==> config.mk <==
export PLATFORM = sky130hd
export DESIGN_NAME = tpi_div
export DESIGN_NICKNAME = d
export VERILOG_FILES = /design/src/design/tpi_pkg.sv /design/src/design/tpi_div.sv
export SDC_FILE = /design/constraint.sdc
export NUM_CORES = 1
export LEC_CHECK = 0
export ABC_AREA = 0
export BUFFER_PORTS_ARGS = -buffer_cell sky130_fd_sc_hd__buf_4
export CAP_MARGIN = 40
export CELL_PAD_IN_SITES_DETAIL_PLACEMENT = 0
export CELL_PAD_IN_SITES_GLOBAL_PLACEMENT = 1
export CORE_MARGIN = 3
export CORE_UTILIZATION = 46
export DETAILED_ROUTE_END_ITERATION = 6
export GPL_ROUTABILITY_DRIVEN = 0
export PLACE_DENSITY = 0.95
export SYNTH_ARGS = -nofsm -noshare
export SYNTH_HDL_FRONTEND = slang
export SYNTH_SLANG_ARGS = --single-unit
==> constraint.sdc <==
create_clock -name clk -period 7.2 [get_ports clk]
set_input_delay 1.44 -clock clk [delete_from_list [all_inputs] [get_ports clk]]
set_output_delay 1.44 -clock clk [all_outputs]
set_load 0.005 [all_outputs]
==> src/design/tpi_pkg.sv <==
`timescale 1ns / 1ps
`default_nettype none
// ----------------------------------------------------------------------------
// tpi_pkg
// Shared widths and types of the trapezoid pi integrator: field widths, the
// configuration register image and the divider command/status groups.
// ----------------------------------------------------------------------------
package tpi_pkg;

  localparam int VAL_W  = 32;  // fixed-point values
  localparam int CNT_W  = 21;  // interval count
  localparam int WC_W   = 11;  // worker count register
  localparam int WI_W   = 10;  // worker index register
  localparam int ADDR_W = 3;   // APB byte address
  localparam int DATA_W = 32;  // APB data
  localparam int STEP_W = 6;   // divider step counter
  localparam int QUO_W  = 33;  // divider quotient

  typedef struct packed {
    logic [WC_W-1:0] worker_count;
    logic [WI_W-1:0] worker_index;
  } tpi_cfg_t;

  typedef struct packed {
    logic              start;
    logic [STEP_W-1:0] steps;
  } tpi_div_cmd_t;

  typedef struct packed {
    logic busy;
    logic done;
  } tpi_div_stat_t;

endpackage
`default_nettype wire

==> src/design/tpi_div.sv <==
`timescale 1ns / 1ps
`default_nettype none
// ----------------------------------------------------------------------------
// tpi_div
// Shared restoring divider, one quotient bit per cycle. The remainder can be
// preloaded so a dividend with known zero low bits needs only the quotient
// bits as steps. Quotient appears in the low 'steps' bits of the result.
// ----------------------------------------------------------------------------
module tpi_div #(
  parameter int DVW = 40
) (
  input  logic                        clk,
  input  logic                        rst_n,
  input  tpi_pkg::tpi_div_cmd_t       cmd,
  input  logic [DVW-1:0]              rem_init,
  input  logic [tpi_pkg::QUO_W-1:0]   dividend,
  input  logic [DVW-1:0]              divisor,
  output tpi_pkg::tpi_div_stat_t      stat,
  output logic [tpi_pkg::QUO_W-1:0]   quotient
);
  import tpi_pkg::*;

  logic [DVW-1:0]    rem_r;
  logic [QUO_W-1:0]  dvd_r;
  logic [DVW-1:0]    den_r;
  logic [STEP_W-1:0] cnt_r;
  logic              busy_r;
  logic              done_r;

  logic [DVW:0]      trial;
  logic              fits;
  logic [DVW-1:0]    rem_nxt;

  always_comb begin
    trial   = {rem_r, dvd_r[QUO_W-1]};
    fits    = trial >= {1'b0, den_r};
    // remainder stays below the divisor, so the top bit drops out
    rem_nxt = fits ? DVW'(trial - {1'b0, den_r}) : trial[DVW-1:0];
  end

  always_ff @(posedge clk) begin
    if (!rst_n) begin
      busy_r <= 1'b0;
      done_r <= 1'b0;
    end else if (cmd.start) begin
      rem_r  <= rem_init;
      dvd_r  <= dividend;
      den_r  <= divisor;
      cnt_r  <= cmd.steps;
      busy_r <= 1'b1;
      done_r <= 1'b0;
    end else if (busy_r) begin
      rem_r <= rem_nxt;
      dvd_r <= {dvd_r[QUO_W-2:0], fits};
      cnt_r <= cnt_r - STEP_W'(1);
      if (cnt_r == STEP_W'(1)) begin
        busy_r <= 1'b0;
        done_r <= 1'b1;
      end
    end else begin
      done_r <= 1'b0;
    end
  end

  assign stat.busy = busy_r;
  assign stat.done = done_r;
  assign quotient  = dvd_r;

  a_no_start_busy: assert property (@(posedge clk) disable iff (!rst_n)
    cmd.start |-> !busy_r) else $error("divider restarted while busy");
  a_done_after_busy: assert property (@(posedge clk) disable iff (!rst_n)
    $rose(done_r) |-> $past(busy_r)) else $error("divider done without work");
  a_busy_count: assert property (@(posedge clk) disable iff (!rst_n)
    busy_r |-> cnt_r != '0) else $error("divider busy with zero steps left");

endmodule
`default_nettype wire

==> flow_summary.ini <==
[run_status]
status = finished clean

[setup_path]
r2r_end = rem_r[38]
r2r_cells = 11
cp-end-kind = register
worstPathCellList = ha_1 -> nand4_2 -> or4_1 -> a311oi_2 -> a21oi_2 -> a21oi_2 -> o21ai_2 -> nand2_1 -> buf_4 -> mux2i_1 -> a221oi_1
crit_fanout = 17
r2r_setup_slack_ns = 3.55
cp_slowest_cell = or4_1
crit_type = reg -> reg
cp.arrival_ns = 3.80
required_ns = 7.35
critPathLaunchType = register
cpPeakStageDelay_ns = 0.56
r2r-start = rem_r[12]
path_common_cell = a21oi_2

[pwr]
seq_power_share_pct = 38.6
p_comb_share_pct = 24.9
power.share.clock_pct = 36.4
peakVddDrop_mv = 0.1693
p_leak_nw = 3.959
p_int_w = 0.001584
switching_power_w = 0.0006817
power_density_nw_per_um2 = 241.2
switching_share_pct = 30.09

[synth]
ys_seq_elements = 121
synth_top_area_share_pct = 47.50
ys_types = 62
synth_seq_area_share_pct = 48.04
syn_inst = 745
async_flop_share_pct = 0
ys_warn_count = 0
synthFlopType = edfxtp_1
postSynthNetCount = 910
synth_area_leaders = edfxtp_1 48%, ha_1 7.0%, mux2_2 5.5%
netlist_area_um2 = 7522
synth_top_area_cell = edfxtp_1
synth_edf_count = 119
syn_area_per_cell_um2 = 10.10

[finish]
fin_util_pct = 58.93
layout_commonest_cell = buf_4
drive_gt1_share_pct = 26.76
layout_common_cells = 158 x buf_4, 119 x edfxtp_1, 92 x nand2_1
nets = 1049
syn2layout_area_growth_pct = 24.90
n_antenna_cell = 0
nFillCells = 1379

[clock_tree]
h-tree-depth = 4
clk_path_buf_depth = 2
numCtsBuffers = 17
cts_tree = built
ctsResizeCount = 0
clk_pin_slew_ns = 0.06
root_buffer = clkbuf_16
hold_buffers = 0
insertion_delay_ns = 0.42
post_cts_buffers = 0
cts_sinks = 121

[grt]
grt_max_degree = 68
grt_overflow = 0
grt_usage_pct = 20.97
grt_pass1_wl_um = 29840
antenna_found_initial = 0
grt_pass1_vias = 5880

[placed_design]
hpwlAfterDp_um = 13340
io_buffers = 156

[timing]
slew_headroom_pct = 46.86
finClkSkew_ns = 0.008602
max_freq_ghz = 0.2743
tightest_slew_ns = 0.7962
hold_violations = 0
period_minus_slack_ns = 3.646
fin_setup_tns_ns = 0
rsz0062_at_grt = no
post-route-period-util_pct = 50.64
drv_slew = 0
setup_viol = 0

[routing]
first_iter_violations = 510
wl_per_cell_um = 16.42
via_per_inst = 5.409
dr.pass1.iters = 7
vias = 6020
routed_wl_um = 18280
drc_errors = 0
detail-route-antenna-nets = 0

[run]
drv_cap = 0

[floorplanning]
die-area_um2 = 17920
start_util_pct = 47.18
die-height_um = 133.9
coreArea_um2 = 15940
die_w_um = 133.9
rows = 46
io_pins = 157

[hold_path]
min_path_type = reg -> reg
hold_depth = 1
min_from = busy_r
hold_path_end = done_r
==> flip-flops by register name, summed over array words and instances, names as in the netlist <==
signal / flops
quotient: 33
busy_r: 1
den_r: 40
rem_r: 40
cnt_r: 6
done_r: 1
==> stage by stage <==
stage	area, um^2	worst slack [ns]	std cells	hold WS (ns)	total power (W)
final	9395	3.554	1113	0.5081	0.002266
after CTS	9395	3.589	1113	0.5048	0.002279
after floorplan	7522	3.186	745	0.4636	0.001281
after global routing	9395	3.320	1113	0.5350	0.002385
after global placement	8780	3.575	1079	0.4895	0.001438
after detailed placement	8827	3.525	1081	0.4971	0.001447
==> layer usage <==
| metal | vias up | share of wire (%) | global-route usage [%] |
|---|---|---|---|
| met5 | - | 0 | 0 |
| met4 | 0 | 1.2 | 5.714 |
| met3 | 20 | 6.4 | 5.251 |
| met2 | 201 | 46 | 32.29 |
| met1 | 2790 | 47 | 29.70 |
| li1 | 3009 | - | - |
==> how the worst max path moves through the flow <==
stage                    from   endpoint  slack (ns)
floorplan              cmd[6]   cnt_r[0]        3.19
global placement       cmd[6]  den_r[34]        3.57
CTS                 rem_r[12]  rem_r[38]        3.59
finish              rem_r[12]  rem_r[38]        3.55
global route        rem_r[21]  rem_r[30]        3.32
detailed placement     cmd[6]  den_r[32]        3.52
==> cell type report <==
cell class | instances | area [um^2] | area share [%]
inverters | 63 | 236.5 | 2.517
multi-input cells | 521 | 3473 | 36.97
clock buffers | 18 | 429.2 | 4.568
clock inverters | 14 | 138.9 | 1.478
flip-flops and latches | 121 | 3613 | 38.46
repair buffers | 160 | 1234 | 13.13
well taps | 216 | 270.3 | 2.877
==> synth_stat cells, types with 5 or more instances <==
master,instances
o21ai_0,33
edfxtp_1,119
clkbuf_1,16
inv_1,63
nand4_1,11
nand3_1,14
a211oi_1,5
xor2_1,8
nand2_1,92
buf_4,8
a21oi_1,45
buf_2,7
mux2_2,37
and3_1,10
ha_1,42
a31oi_1,32
nor2_1,63
nor3_1,10
or3_1,8
xnor2_1,23
a21o_1,15
buf_1,5
==> critical path: cells and delay by family, from the launching register on <==
family                     cells  cell delay [ns]
AOI/OAI and AO/OA              5             0.68
muxes                          1             0.21
adders and majority gates      1             0.47
buffers and inverters          1             0.37
DFF                            1             0.40
and+or+nand+nor                3             1.23
==> cells by family (layout without fill, tap and decap cells) <==
family	after synthesis	after routing	synth area share (%)
adder cells (fa/ha/maj)	43	43	7.252
flip-flops	121	121	48.04
buffers and inverters	103	255	5.888
XOR/XNOR	31	31	3.609
AO/OA/AOI/OAI	177	177	15.30
AND/OR/NAND/NOR	229	229	13.84
multiplexers	41	41	6.071
==> power groups by stage <==
| stage | logic (W) | clock network (W) | registers [W] |
|---|---|---|---|
| finish | 0.000565 | 0.000826 | 0.000875 |
| global route | 0.000629 | 0.000874 | 0.000881 |
| CTS | 0.000562 | 0.000842 | 0.000875 |
| detailed placement | 0.000558 | 0 | 0.000889 |
| global placement | 0.000550 | 0 | 0.000888 |
| floorplan | 0.000396 | 0 | 0.000885 |
No activity file was read; power rests on OpenSTA's default activity.
