File: config.mk
export PLATFORM = sky130hd
export DESIGN_NAME = tpi_regs
export DESIGN_NICKNAME = d
export VERILOG_FILES = /design/src/design/tpi_pkg.sv /design/src/design/tpi_regs.sv
export SDC_FILE = /design/constraint.sdc
export NUM_CORES = 1
export LEC_CHECK = 0
export ABC_CLOCK_PERIOD_IN_PS = 1950
export BUFFER_PORTS_ARGS = -buffer_cell sky130_fd_sc_hd__buf_2
export CAP_MARGIN = 20
export CORE_MARGIN = 2
export CORE_UTILIZATION = 41
export CTS_BUF_LIST = sky130_fd_sc_hd__clkbuf_16
export DETAILED_ROUTE_END_ITERATION = 10
export PLACE_DENSITY = 0.91
export SLEW_MARGIN = 20
export SYNTH_ARGS = -nofsm -noshare
export SYNTH_HDL_FRONTEND = slang
export SYNTH_SLANG_ARGS = --single-unit
File: constraint.sdc
create_clock -name clk -period 1.95 [get_ports clk]
set_input_delay 0.585 -clock clk [delete_from_list [all_inputs] [get_ports clk]]
set_output_delay 0.585 -clock clk [all_outputs]
set_load 0.02 [all_outputs]
File: src/design/tpi_pkg.sv
`timescale 1ns / 1ps
`default_nettype none
// ----------------------------------------------------------------------------
// tpi_pkg
// Shared widths and types of the trapezoid pi integrator: field widths, the
// configuration register image and the divider command/status groups.
// ----------------------------------------------------------------------------
package tpi_pkg;

  localparam int VAL_W  = 32;  // fixed-point values
  localparam int CNT_W  = 21;  // interval count
  localparam int WC_W   = 11;  // worker count register
  localparam int WI_W   = 10;  // worker index register
  localparam int ADDR_W = 3;   // APB byte address
  localparam int DATA_W = 32;  // APB data
  localparam int STEP_W = 6;   // divider step counter
  localparam int QUO_W  = 33;  // divider quotient

  typedef struct packed {
    logic [WC_W-1:0] worker_count;
    logic [WI_W-1:0] worker_index;
  } tpi_cfg_t;

  typedef struct packed {
    logic              start;
    logic [STEP_W-1:0] steps;
  } tpi_div_cmd_t;

  typedef struct packed {
    logic busy;
    logic done;
  } tpi_div_stat_t;

endpackage
`default_nettype wire

File: src/design/tpi_regs.sv
`timescale 1ns / 1ps
`default_nettype none
// ----------------------------------------------------------------------------
// tpi_regs
// APB configuration registers: worker count (offset 0x0) and worker index
// (offset 0x4). Zero wait states.
// ----------------------------------------------------------------------------
module tpi_regs (
  input  logic                          clk,
  input  logic                          rst_n,
  input  logic                          psel,
  input  logic                          penable,
  input  logic                          pwrite,
  input  logic [tpi_pkg::ADDR_W-1:0]    paddr,
  input  logic [tpi_pkg::DATA_W-1:0]    pwdata,
  output logic [tpi_pkg::DATA_W-1:0]    prdata,
  output logic                          pready,
  output tpi_pkg::tpi_cfg_t             cfg
);
  import tpi_pkg::*;

  typedef enum logic {
    REG_WORKER_COUNT = 1'b0,
    REG_WORKER_INDEX = 1'b1
  } reg_sel_t;

  logic [WC_W-1:0] worker_count_r;
  logic [WI_W-1:0] worker_index_r;
  reg_sel_t        reg_sel;

  assign reg_sel = reg_sel_t'(paddr[2]);
  assign pready  = 1'b1;

  always_ff @(posedge clk) begin
    if (!rst_n) begin
      worker_count_r <= WC_W'(1);
      worker_index_r <= '0;
    end else if (psel && penable && pwrite) begin
      unique case (reg_sel)
        REG_WORKER_COUNT: worker_count_r <= pwdata[WC_W-1:0];
        REG_WORKER_INDEX: worker_index_r <= pwdata[WI_W-1:0];
        default: ;
      endcase
    end
  end

  always_comb begin
    unique case (reg_sel)
      REG_WORKER_COUNT: prdata = DATA_W'(worker_count_r);
      REG_WORKER_INDEX: prdata = DATA_W'(worker_index_r);
      default:          prdata = '0;
    endcase
  end

  assign cfg.worker_count = worker_count_r;
  assign cfg.worker_index = worker_index_r;

endmodule
`default_nettype wire

==> summary.md, run 1 <==
| Metric | Value |
|---|---|
| Result of the run | finished, final reports clean |
| TritonCTS clock tree | done |
| Average instance area after synthesis | 9.400 um^2 |
| Type of origin of the critical path | input port |
| Internal power summed over all cells | 0.7569 mW |
| Leading register cell type out of synthesis | sky130_fd_sc_hd__dfxtp_1 |
| Post-Route WL | around 2.1 mm |
| Final GP Congestion | between 0.6 and 0.7 |
| Initial standard-cell utilization of the core | between 40% and 50% |
| Endpoint type of the worst setup path | output pin |
| Lkg Pwr | roughly 0.79 nW |
| Wire length of the first global-routing pass | 3.284 mm |
| Least setup slack across all paths after layout | approximately 0.067 ns |
| Reg2reg setup slack | roughly 1.3 ns |
| Share of the synthesized area in the top cell type | ~38% |
| Number of design rule violations left after detail routing | 0 |
| Ant diodes | 0 |
| Leading cell type by number of instances after synthesis | sky130_fd_sc_hd__nand2_1 |
| Layout area overhead | 21.59% |
| Share of total power in combinational logic | between 10% and 20% |
| Final worst path period share | between 90% and 100% |
| Remaining antenna violation count | 0 |
| Worst-margin pin slew | 0.5289 ns |
| Share of async-settable or async-resettable flops after synthesis | 0% |
| Overflow left after global routing | 0 |
| Die outline width | 56.23 um |
| Post-placement setup slack | -0.05321 ns |
| Port-buffer cells | 48 |
| Critical Setup Path Class | input port to output pin |
| Sequential element share of the synthesized area | approximately 38% |
| Tmin final | ~1.9 ns |
| Post-layout nets | 205 |
| Num CTS Buffers | 3 |
| Proportion of layout cells with a drive suffix above 1 | between 30% and 40% |
| H-tree Lvls | 1 |
| Top area cells in the synthesized netlist | sky130_fd_sc_hd__dfxtp_1 (38%), sky130_fd_sc_hd__mux2i_1 (19%), sky130_fd_sc_hd__buf_4 (15%), sky130_fd_sc_hd__nand2_1 (10%), sky130_fd_sc_hd__mux2_2 (10%) |
| Fraction of power consumed by the clock network | 41.8% |
| Cell count after synthesis | between 100 and 150 |
| Leading cell types by count after synthesis | sky130_fd_sc_hd__nand2_1 (31), sky130_fd_sc_hd__buf_4 (22), sky130_fd_sc_hd__dfxtp_1 (21), sky130_fd_sc_hd__mux2i_1 (21), sky130_fd_sc_hd__mux2_2 (10) |
| Clock sink total | 21 |
| Detailed placement HPWL | 1.568 mm |
| Area of the placeable core | between 2000 and 3000 um^2 |
| Number of vias per cell after detailed routing | ~4.5 |
| Cell with the largest stage delay on the worst path | sky130_fd_sc_hd__mux2_2 |
| Largest net degree at the start of global routing | 34 |
| CTS clk-pin slew, worst paths | 0.05 ns |
| Synth area leader | sky130_fd_sc_hd__dfxtp_1 |
| Headroom to the max-slew limit | 64.74% |
| Drt initial violations | 16 |
| Worst hold-check path type | flip-flop to flip-flop |
| Largest stage delay, worst path | 0.35 ns |
| CP max FO | 14 |
| Router iterations before antenna repair | 4 |
| Die Y | around 56 um |
| Max-cap violations | 0 |
| Setup repair after global routing missed its margin | no |
| Sequential power share | 44.2% |
| Mapped cell area | 1119 um^2 |
| Peak supply drop | 0.4516 mV |
| Switching part of the total | about a quarter |
| P_sw | ~0.25 mW |
| Number of placement rows | 18 |
| Via count of the first global-routing pass | ~760 |
| Series of cell instances along the critical path | buf_4 -> mux2_2 -> buf_2 |
| Synthesized flop and latch total | 21 |
| Aggregate global-route resource usage | 13.11% |
| Total of fill cells in the finished design | approximately 250 |
| DIE AREA | 3162 um^2 |
| Final count of negative-setup-slack endpoints | 0 |
| PwrDens | roughly 740 nW/um^2 |
| Synth warn | 0 |
| CTS root buffer | sky130_fd_sc_hd__clkbuf_16 |
| Vias after detailed routing | about 860 |
| Mean routed wirelength per cell | approximately 11 um |
| Data required time at the worst endpoint | around 1.4 ns |
| Count of endpoints failing hold in the final timing report | 0 |
| Cts-stage hold buffer count | 0 |
| F_max | approximately 530 MHz |
| Count of different cell masters after synthesis | 12 |
| Buffer levels on the longest clock path | 2 |
| IO Count | 94 |
| Worst hold slack across all endpoints | between 0.4 and 0.5 ns |
| Skew final | 0 ns |
| Number of enable flip-flop cells after synthesis | 0 |
| Critical path data arrival time | ~1.3 ns |
| Max Slew Vio Count | 0 |
| Initial antenna violation count | 0 |
| Insertion delay of the later-clocked pin in the worst-skew pair | approximately 0.24 ns |
flip-flops by register name, summed over array words and instances (netlist names):
name            flops
worker_count_r     11
worker_index_r     10
per-stage QoR:
step | power [mW] | setup TNS, ns | utilization [%] | cell area (um^2) | cells
6_report | 1.008 | 0 | 53.92 | 1360 | 194
3_5_place_dp | 0.5954 | -0.4669 | 50.64 | 1277 | 190
5_1_grt | 1.054 | 0 | 53.92 | 1360 | 194
4_1_cts | 1.021 | 0 | 53.92 | 1360 | 194
3_3_place_gp | 0.5935 | -0.4086 | 50.64 | 1277 | 190
2_1_floorplan | 0.5907 | 0 | - | 1194 | 139
metal layers:
layer | global-route usage, % | wire [um] | vias up
met3 | 3.023 | 152 | 2
li1 | - | - | 441
met5 | 0 | 0 | -
met4 | 4.082 | 10 | 0
met2 | 23.87 | 1045 | 37
met1 | 14.97 | 899 | 384
kinds of logic (layout without fill, tap and decap cells):
family / count (synthesis) / count (layout) / share of synthesized area [%]
other: 2 / 22 / 0.6714
flip-flops: 21 / 21 / 37.58
buffers and inverters: 28 / 53 / 18.01
multiplexers: 31 / 31 / 28.86
AND/OR/NAND/NOR: 37 / 37 / 14.88
path summary, 6_finish.rpt:
check,start,end,cells after the start
setup / recovery,paddr[2],prdata[4],3
hold / removal,worker_index_r[0],worker_index_r[0],2
setup reg to reg,worker_count_r[0],worker_count_r[0],2
hold reg to reg,worker_index_r[0],worker_index_r[0],2
placed cells by master, fill, tap and decap left out, drive strengths merged:
master	count
buf	49
nand2	31
conb	22
mux2i	21
dfxtp	21
mux2	10
nor2b	3
clkbuf	3
and4b	1
nand4	1
nand4b	1
clkinv	1
layout make-up:
| cell class | count | area (um^2) | share of cell area [%] |
|---|---|---|---|
| Tap cell | 30 | 37.54 | 2.760 |
| Sequential cell | 21 | 420.4 | 30.91 |
| Multi-Input combinational cell | 90 | 571.8 | 42.04 |
| Clock inverter | 1 | 5.005 | 0.3680 |
| Timing Repair Buffer | 49 | 250.2 | 18.40 |
| Clock buffer | 3 | 75.07 | 5.520 |
power groups by stage:
stage	Clock [mW]	Combinational (mW)	Sequential, mW
detailed placement	0	0.141	0.454
global placement	0	0.140	0.454
finish	0.421	0.142	0.445
floorplan	0	0.125	0.466
CTS	0.434	0.142	0.445
global route	0.454	0.154	0.446
timing repair:
action,CTS,global route
endpoints found under the setup margin,10,0
resized for setup,1,0
setup buffers,0,0
worst max-delay path, delay by kind of cell:
| kind | cells | cell delay, ns |
|---|---|---|
| muxes | 1 | 0.35 |
| buffers and inverters | 2 | 0.36 |
(Power assumes the default switching activity.)
==> run 2: changes to the inputs <==
--- a/config.mk
+++ b/config.mk
@@ -8,6 +8,7 @@
 export ABC_CLOCK_PERIOD_IN_PS = 1950
 export BUFFER_PORTS_ARGS = -buffer_cell sky130_fd_sc_hd__buf_2
 export CAP_MARGIN = 20
+export CORE_ASPECT_RATIO = 0.75
 export CORE_MARGIN = 2
 export CORE_UTILIZATION = 41
 export CTS_BUF_LIST = sky130_fd_sc_hd__clkbuf_16
==> summary.md, run 2 (synthesis results as in run 1) <==
| Metric | Value |
|---|---|
| Setup repair after global routing missed its margin | no |
| Number of placed cells counting well taps | 198 |
| Max Slew Vio Count | 0 |
| H-tree Lvls | 1 |
| Detailed placement HPWL | about 1.6 mm |
| CP max FO | 12 |
| Worst-case reg-to-reg path depth | 2 |
| Buffer levels on the longest clock path | 2 |
| CTS root buffer | sky130_fd_sc_hd__clkbuf_16 |
| Most frequent cells in the layout | sky130_fd_sc_hd__buf_2 (47), sky130_fd_sc_hd__nand2_1 (31), sky130_fd_sc_hd__conb_1 (22) |
| Worst hold-check path type | flip-flop to flip-flop |
| TritonCTS clock tree | done |
| Worst hold slack across all endpoints | between 0.4 and 0.5 ns |
| Skew final | 0 ns |
| Layout area overhead | 23.49% |
| Endpoint type of the worst setup path | output pin |
| Die Y | slightly below 50 um |
| Result of the run | finished, final reports clean |
| Insertion delay of the later-clocked pin in the worst-skew pair | approximately 0.24 ns |
| Count of non-filler cells in the finished layout | 202 |
| PwrDens | about 720 nW/um^2 |
| Vias after detailed routing | 850 |
| Series of cell instances along the critical path | buf_4 -> mux2_2 -> buf_2 |
| Critical Setup Path Class | input port to output pin |
| Final count of negative-setup-slack endpoints | 0 |
| Register cell area after layout | approximately 420 um^2 |
| Reg2Reg Launch Point | worker_index_r[9] |
| Aggregate global-route resource usage | between 10% and 20% |
| Flip-flop count of the largest register, all copies and words added | 11 |
| Capture point of the worst reg-to-reg path | worker_index_r[9] |
| Data required time at the worst endpoint | 1.36 ns |
| Via count of the first global-routing pass | roughly 740 |
| Number of vias per cell after detailed routing | roughly 4.2 |
| Final worst path period share | a little over nine tenths |
| Finished layout cell area | ~1400 um^2 |
| Critical path endpoint | prdata[3] |
| Clock sink total | 21 |
| Wire length of the first global-routing pass | roughly 3.3 mm |
| Lkg Pwr | 0.8012 nW |
| Largest registers | worker_count_r: 11 flops, worker_index_r: 10 flops |
| Type of origin of the critical path | input port |
| Area of the placeable core | about 2600 um^2 |
| Die outline width | 64.31 um |
| Path length in cells of the critical path | 3 |
| Mean routed wirelength per cell | around 10 um |
| Count of endpoints failing hold in the final timing report | 0 |
| Post-Route WL | between 2 and 2.5 mm |
| Most frequent standard cell in the layout excluding fill and tap cells | sky130_fd_sc_hd__buf_2 |
| Cell with the largest stage delay on the worst path | sky130_fd_sc_hd__mux2_2 |
| Worst-margin pin slew | 0.5396 ns |
| Largest delay contributor family on the critical path | buffers and inverters |
| Final GP Congestion | approximately 0.63 |
| Post-layout nets | 207 |
| Largest stage delay, worst path | roughly 0.36 ns |
| Buffers plus inverters on the worst setup path | 2 |
| Dpl cell area | about 1300 um^2 |
| Initial antenna violation count | 0 |
| DIE AREA | approximately 3200 um^2 |
| Router iterations before antenna repair | 2 |
| IO Count | 94 |
| Post-CTS setup buffer count | 0 |
| Cts-stage hold buffer count | 0 |
| Tmin final | roughly 1.9 ns |
| Ant diodes | 0 |
| Initial standard-cell utilization of the core | a little over two fifths |
| Post-Route Setup TNS | 0 ns |
| Peak supply drop | 0.6362 mV |
| Max-cap violations | 0 |
| Overflow left after global routing | 0 |
| Drt initial violations | 36 |
| Number of placement rows | 16 |
| Largest net degree at the start of global routing | 34 |
| Number of design rule violations left after detail routing | 0 |
| PostCTS Resize Cnt | 1 |
| Multi-input logic area | about 570 um^2 |
| Reg2reg setup slack | roughly 1.3 ns |
| Critical path data arrival time | roughly 1.3 ns |
| Num CTS Buffers | 3 |
| Total of fill cells in the finished design | between 200 and 300 |
| Headroom to the max-slew limit | 64.03% |
| CTS clk-pin slew, worst paths | about 0.05 ns |
| Register with the highest flop count | worker_count_r |
| Remaining antenna violation count | 0 |
| Port-buffer cells | 48 |
| F_max | between 500 and 600 MHz |
| CP Launch Point | paddr[2] |
| Proportion of layout cells with a drive suffix above 1 | between 30% and 40% |
## run 2: cell types whose count changed in the layout (fill, tap and decap cells not counted)
| cell | change |
|---|---|
| sky130_fd_sc_hd__inv_1 | +1 |
| sky130_fd_sc_hd__buf_4 | +2 |
| sky130_fd_sc_hd__clkinv_2 | -1 |
## run 2: worst min-delay path by stage
| stage | from | endpoint | slack, ns | cells after the start |
|---|---|---|---|---|
| 2_1_floorplan | worker_count_r[10] | worker_count_r[10] | 0.54 | 2 |
| 5_1_grt | worker_count_r[9] | worker_count_r[9] | 0.48 | 2 |
| 3_5_place_dp | worker_count_r[9] | worker_count_r[9] | 0.46 | 2 |
| 3_3_place_gp | worker_count_r[10] | worker_count_r[10] | 0.45 | 2 |
| 6_report | worker_index_r[1] | worker_index_r[1] | 0.47 | 2 |
| 4_1_cts | worker_index_r[1] | worker_index_r[1] | 0.47 | 2 |
## run 2: stage by stage
| step | setup WS [ns] | util, % | power (mW) |
|---|---|---|---|
| global placement | -0.03605 | 49.95 | 0.5963 |
| finish | 0.06655 | 53.08 | 1.001 |
| global route | 0.03603 | 53.08 | 1.050 |
| CTS | 0.05846 | 53.08 | 1.014 |
| floorplan | 0.1915 | - | 0.5907 |
| detailed placement | -0.04431 | 49.95 | 0.5985 |
## run 2: worst min-delay path, stage by stage, from the launching register on
cell and delay [ns]:
sky130_fd_sc_hd__dfxtp_1 0.31, sky130_fd_sc_hd__nand2_1 0.05, sky130_fd_sc_hd__mux2i_1 0.05
## run 2: metal layers
metal / vias up / GRT usage, % / share of wire (%)
met5: - / 0 / 0
met4: 0 / 3.191 / 0.43
met3: 2 / 4.157 / 8.0
met2: 39 / 24.31 / 47
met1: 371 / 15.61 / 45
li1: 438 / - / -
## run 2: layout make-up
type / instances / share of cell area (%)
clock inverters: 1 / 0.2717
clock buffers: 3 / 5.435
repair buffers: 51 / 19.20
multi-input cells: 90 / 41.40
flip-flops and latches: 21 / 30.43
well taps: 36 / 3.261
## run 2: power breakdown
group	switching, mW	internal (mW)	leakage (nW)	total [mW]
Sequential	0.00621	0.439	0.170	0.445
Clock	0.139	0.272	0.0423	0.412
Combinational	0.0989	0.0453	0.589	0.144
Total	0.244	0.757	0.801	1.00
